[src/hw/rtl/vmsa_pkg.sv]
// vmsa_pkg: shared types and constants for the vm stack alu with segments
// operation and status codes, stack cell shift control, segment request struct
// no dependencies
package vmsa_pkg;

  localparam int DEF_STACK_DEPTH   = 256;
  localparam int DEF_SEGMENT_WORDS = 256;
  localparam int DEF_WORD_BITS     = 16;

  localparam int SEG_COUNT  = 7;
  localparam int OP_BITS    = 4;
  localparam int IO_BITS    = 16;
  localparam int SEL_BITS   = 3;
  localparam int IDX_BITS   = 8;
  localparam int STAT_BITS  = 2;

  localparam logic [OP_BITS-1:0] OP_PUSH     = 4'd0;
  localparam logic [OP_BITS-1:0] OP_POP      = 4'd1;
  localparam logic [OP_BITS-1:0] OP_ADD      = 4'd2;
  localparam logic [OP_BITS-1:0] OP_SUB      = 4'd3;
  localparam logic [OP_BITS-1:0] OP_NEG      = 4'd4;
  localparam logic [OP_BITS-1:0] OP_EQ       = 4'd5;
  localparam logic [OP_BITS-1:0] OP_GT       = 4'd6;
  localparam logic [OP_BITS-1:0] OP_LT       = 4'd7;
  localparam logic [OP_BITS-1:0] OP_AND      = 4'd8;
  localparam logic [OP_BITS-1:0] OP_OR       = 4'd9;
  localparam logic [OP_BITS-1:0] OP_NOT      = 4'd10;
  localparam logic [OP_BITS-1:0] OP_SEGWRITE = 4'd11;
  localparam logic [OP_BITS-1:0] OP_SEGREAD  = 4'd12;

  localparam logic [STAT_BITS-1:0] ST_OK        = 2'd0;
  localparam logic [STAT_BITS-1:0] ST_UNDERFLOW = 2'd1;
  localparam logic [STAT_BITS-1:0] ST_OVERFLOW  = 2'd2;

  typedef enum logic [1:0] {
    SH_HOLD,
    SH_PUSH,
    SH_POP1,
    SH_POP2
  } shift_t;

  typedef struct packed {
    logic wr;
    logic rd;
  } seg_req_t;

endpackage

[src/hw/rtl/vmsa_cell.sv]
// vmsa_cell: one word of the shift-register stack
// takes its word from the neighbour above on push or from below on pop; uses vmsa_pkg
module vmsa_cell #(
  parameter int WORD_BITS = vmsa_pkg::DEF_WORD_BITS
) (
  input  logic                 clk,
  input  vmsa_pkg::shift_t     shift,
  input  logic [WORD_BITS-1:0] up_word,
  input  logic [WORD_BITS-1:0] dn1_word,
  input  logic [WORD_BITS-1:0] dn2_word,
  output logic [WORD_BITS-1:0] word
);
  import vmsa_pkg::*;

  logic [WORD_BITS-1:0] word_r;
  logic [WORD_BITS-1:0] word_nxt;

  always_comb begin
    case (shift)
      SH_PUSH: word_nxt = up_word;
      SH_POP1: word_nxt = dn1_word;
      SH_POP2: word_nxt = dn2_word;
      default: word_nxt = word_r;
    endcase
  end

  always_ff @(posedge clk) begin
    word_r <= word_nxt;
  end

  assign word = word_r;

endmodule

[config.mk]
export PLATFORM = sky130hd
export DESIGN_NAME = vmsa_cell
export DESIGN_NICKNAME = d
export VERILOG_FILES = /design/src/hw/rtl/vmsa_pkg.sv /design/src/hw/rtl/vmsa_cell.sv
export SDC_FILE = /design/constraint.sdc
export NUM_CORES = 1
export LEC_CHECK = 0
export ABC_AREA = 1
export BUFFER_PORTS_ARGS = -buffer_cell sky130_fd_sc_hd__buf_2
export CAP_MARGIN = 20
export CORE_MARGIN = 1
export CORE_UTILIZATION = 35
export CTS_CLUSTER_DIAMETER = 200
export DETAILED_ROUTE_END_ITERATION = 10
export PLACE_DENSITY = 0.75
export SYNTH_ARGS = -nofsm -noshare
export SYNTH_HDL_FRONTEND = slang
export SYNTH_SLANG_ARGS = --single-unit
[constraint.sdc]
create_clock -name clk -period 1.15 [get_ports clk]
set_input_delay 0.1725 -clock clk [delete_from_list [all_inputs] [get_ports clk]]
set_output_delay 0.1725 -clock clk [all_outputs]
set_load 0.02 [all_outputs]
## Yosys cells after proc, flatten, opt, wreduce, memory -nomap -nowiden

Cells that the tools add are included.

- Equal/unequal tests: 3
- Multiplexer cells: 1
- Reductions and logical operators: 1

Operators with widths:

| cell | count |
|---|---|
| 16-bit case mux with 3 select lines | 1 |
| 2-bit == test, second input constant | 2 |
| 3-bit nonzero test | 1 |
| 2-bit by 1-bit == test with 1-bit output, second input constant | 1 |

- Register bits after elaboration: 16
- Output and inout bits: 16
- Word-level logic and storage cells: 6

## Longest topological paths before layout

- Depth in word-level cells: 2
- Mapped depth: 5
- Depth with buffers taken out: 3

## Worst setup path after synthesis

Ideal clock, no wire load.

- Path kind: input -> register
- From: input shift[0]
- To: register word_r[0], in the netlist word[0], enable pin
- Library setup time: 0.372 ns
- Arrival: 0.817 ns
- Path slack: -0.039 ns
- Stages: 4
- Buffers on the path: 2
- Cell sequence: buf_6 inv_6 buf_6 nand2_1

- Cells in the longest elaborated chain, start to end: 2

RTL lines:

| element | RTL line | RTL |
|---|---|---|
| start, declared | vmsa_cell.sv:7 | `input vmsa_pkg::shift_t shift,` |
| 2-bit == test or 2-bit by 1-bit == test with 1-bit output (tied branches) | vmsa_cell.sv:19 | `case (shift)` |
| 3-bit nonzero test (no source line) * | -- |  |
| end signal, assigned | vmsa_cell.sv:28 | `word_r <= word_nxt;` |
| end, declared | vmsa_cell.sv:15 | `logic [WORD_BITS-1:0] word_r;` |

Every way passes the cells marked *; elsewhere a longest branch is shown, timed or not.
A chain may end at the register's enable or synchronous reset.

## Worst setup path after layout

- From: register word_r[12], in the netlist word[12]
- To: output word[12]

RTL lines:

| element | RTL line | RTL |
|---|---|---|
| end, declared | vmsa_cell.sv:11 | `output logic [WORD_BITS-1:0] word` |

No word-level cell between the ends.

==> run_summary.xml <==
<?xml version="1.0" encoding="UTF-8"?>
<metrics>
  <group name="status">
    <metric name="status" unit="">complete, no violations</metric>
  </group>
  <group name="pwr">
    <metric name="power_per_cell_area" unit="nW/um^2">1150</metric>
    <metric name="static-leakage-power" unit="nW">0.601</metric>
    <metric name="vdd_ir_drop_max" unit="uV">591</metric>
  </group>
  <group name="global_routing">
    <metric name="vias_in_the_first_global_route" unit="">850</metric>
    <metric name="largest_net_degree_at_the_start_of_global_routing" unit="">33</metric>
    <metric name="grt_first_pass_wirelength" unit="um">3650</metric>
    <metric name="global_route.usage.total" unit="">0.188</metric>
    <metric name="antenna_found_initial" unit="">0</metric>
    <metric name="grt_overflow_total" unit="">0</metric>
  </group>
  <group name="timing">
    <metric name="relSlewSlack" unit="">0.762</metric>
    <metric name="fin_tns_setup" unit="ps">0</metric>
    <metric name="timing.final.crit_share" unit="">0.884</metric>
    <metric name="finalHoldViolCount" unit="">0</metric>
    <metric name="setup_repair_after_global_routing_missed_its_margin" unit="">no</metric>
    <metric name="holdWs" unit="ps">193</metric>
    <metric name="final.min_clock_period" unit="ps">1020</metric>
    <metric name="achievable-frequency" unit="MHz">983</metric>
    <metric name="report.final.slew_viol_count" unit="">0</metric>
    <metric name="setup_viol" unit="">0</metric>
    <metric name="tightestPinTransition" unit="ps">356</metric>
  </group>
  <group name="cts">
    <metric name="total_cts_buffers" unit="">3</metric>
    <metric name="cts_root_buffer" unit="">clkbuf_4</metric>
    <metric name="clkSlewWorstSetupHoldPaths" unit="ps">90</metric>
    <metric name="post_cts_buffers" unit="">0</metric>
    <metric name="tritoncts_num_sinks" unit="">16</metric>
    <metric name="postCtsHoldBufs" unit="">0</metric>
    <metric name="cts_resized" unit="">0</metric>
    <metric name="htree_levels" unit="">1</metric>
    <metric name="clock_path_buffers" unit="">2</metric>
    <metric name="tritoncts" unit="">done</metric>
  </group>
  <group name="synthesis">
    <metric name="synthDistinctLibCells" unit="">7</metric>
    <metric name="sequential_to_total_area_share_from_yosys_stat" unit="">0.547</metric>
    <metric name="synth-seq-cells" unit="">16</metric>
    <metric name="synth_area_per_cell" unit="sq um">9.65</metric>
    <metric name="synth-warning-count" unit="">0</metric>
    <metric name="post_synth_inst_count" unit="">91</metric>
    <metric name="synthesis.area" unit="sq um">878</metric>
    <metric name="synth.net_count" unit="">142</metric>
  </group>
  <group name="final_layout">
    <metric name="syn2layout_area_growth" unit="%">38.0</metric>
    <metric name="antenna_cells" unit="">0</metric>
    <metric name="final_nets" unit="">208</metric>
    <metric name="fill_cells" unit="">224</metric>
    <metric name="most-common-layout-cells" unit="">66 x buf_2, 48 x nand3_1, 16 x nand2_1, 16 x edfxtp_1</metric>
    <metric name="finish.instance_area" unit="sq um">1210</metric>
    <metric name="final_layout_size_suffix_gt1_frac" unit="">0.484</metric>
    <metric name="fin_util" unit="">0.528</metric>
    <metric name="commonest_non_fill_non_tap_cell_in_the_layout" unit="">buf_2</metric>
    <metric name="largest_register_ff_count" unit="">16</metric>
  </group>
  <group name="drt">
    <metric name="num_vias" unit="">925</metric>
    <metric name="drt-initial-drc-count" unit="">19</metric>
    <metric name="detail_route.first_pass.iterations" unit="">4</metric>
    <metric name="avgViaCountPerCell" unit="">5.05</metric>
    <metric name="remaining_drc_errors" unit="">0</metric>
    <metric name="routed_wl" unit="um">2430</metric>
    <metric name="antenna_violating_nets_post_route" unit="">0</metric>
    <metric name="routed_wire_length_per_instance" unit="um">13.3</metric>
  </group>
  <group name="floorplan">
    <metric name="initial_core_utilization" unit="">0.382</metric>
    <metric name="ios" unit="">67</metric>
    <metric name="die_y" unit="um">52.1</metric>
    <metric name="floorplan.die_area" unit="sq um">2710</metric>
    <metric name="core-area" unit="sq um">2300</metric>
    <metric name="std_cell_rows" unit="">17</metric>
    <metric name="die_w" unit="um">52.1</metric>
  </group>
  <group name="worst_setup_path">
    <metric name="arrival" unit="ps">840</metric>
    <metric name="timing.critical_path.slowest_cell_delay" unit="ps">400</metric>
    <metric name="timing.critical_path.cells" unit="">buf_2</metric>
    <metric name="number_of_buffer_and_inverter_stages_on_the_critical_path" unit="">1</metric>
    <metric name="critPathTopFamily" unit="">flip-flops</metric>
    <metric name="worst_setup_path_start_kind" unit="">flip-flop</metric>
    <metric name="critPathMaxFanout" unit="">1</metric>
    <metric name="critical_path_sink_type" unit="">output port</metric>
    <metric name="slowest_stage" unit="">edfxtp_1</metric>
    <metric name="critical_path_class" unit="">reg -&gt; out</metric>
    <metric name="crit_required" unit="ps">980</metric>
  </group>
  <group name="place">
    <metric name="placed_cell_area" unit="sq um">1190</metric>
    <metric name="place_congestion" unit="">0.808</metric>
    <metric name="hpwlAfterDp" unit="um">1810</metric>
    <metric name="port-buffer-count" unit="">66</metric>
  </group>
  <group name="run">
    <metric name="max-cap-violations" unit="">0</metric>
  </group>
  <group name="min_path">
    <metric name="min-delay-path-class" unit="">in -&gt; reg</metric>
  </group>
</metrics>
final timing paths:
path	startpoint	to	slack (ps)	depth (start not counted)
max	word[12]	word[12]	130	1
min	up_word[10]	word[10]	190	3
synth_stat cells:
cell type / instances / area share
nand3_1: 48 / 0.27
nand2_1: 17 / 0.073
edfxtp_1: 16 / 0.55
buf_6: 5 / 0.064
buf_4: 3 / 0.026
inv_4: 1 / 0.0071
inv_6: 1 / 0.010
report_power, final:
part	internal [W]	switching, W	total (W)	leakage [nW]
Clock	0.000121	0.000156	0.000277	0.0138
Combinational	0.000148	0.000225	0.000373	0.422
Sequential	0.000723	0.0000198	0.000743	0.165
cell type report:
type                            instances  area [sq um]  area share
Sequential cell                        16           480       0.396
Timing Repair Buffer                   69           353       0.291
Multi-Input combinational cell         65           307       0.253
Tap cell                               28          35.0      0.0289
Clock buffer                            3          22.5      0.0186
Inverter                                2          15.0      0.0124
routing by layer:
layer,track usage,up-vias,routed length [um]
li1,-,459,-
met1,0.220,420,1050
met2,0.348,44,1240
met3,0.00877,2,117
met4,0.0811,0,27
met5,0,-,0
stage by stage:
step	cells	power, W	setup slack, ps
6_report	183	0.00139	133
5_1_grt	183	0.00146	115
4_1_cts	183	0.00139	138
3_5_place_dp	180	0.00113	131
3_3_place_gp	180	0.00112	148
2_1_floorplan	91	0.000974	141
cell families (layout without fill, tap and decap cells):
| group | Yosys count | in the layout | synth area share |
|---|---|---|---|
| flip-flops | 16 | 16 | 0.547 |
| AND/OR/NAND/NOR | 65 | 65 | 0.346 |
| buffers and inverters | 10 | 74 | 0.107 |
(Power assumes the default switching activity.)
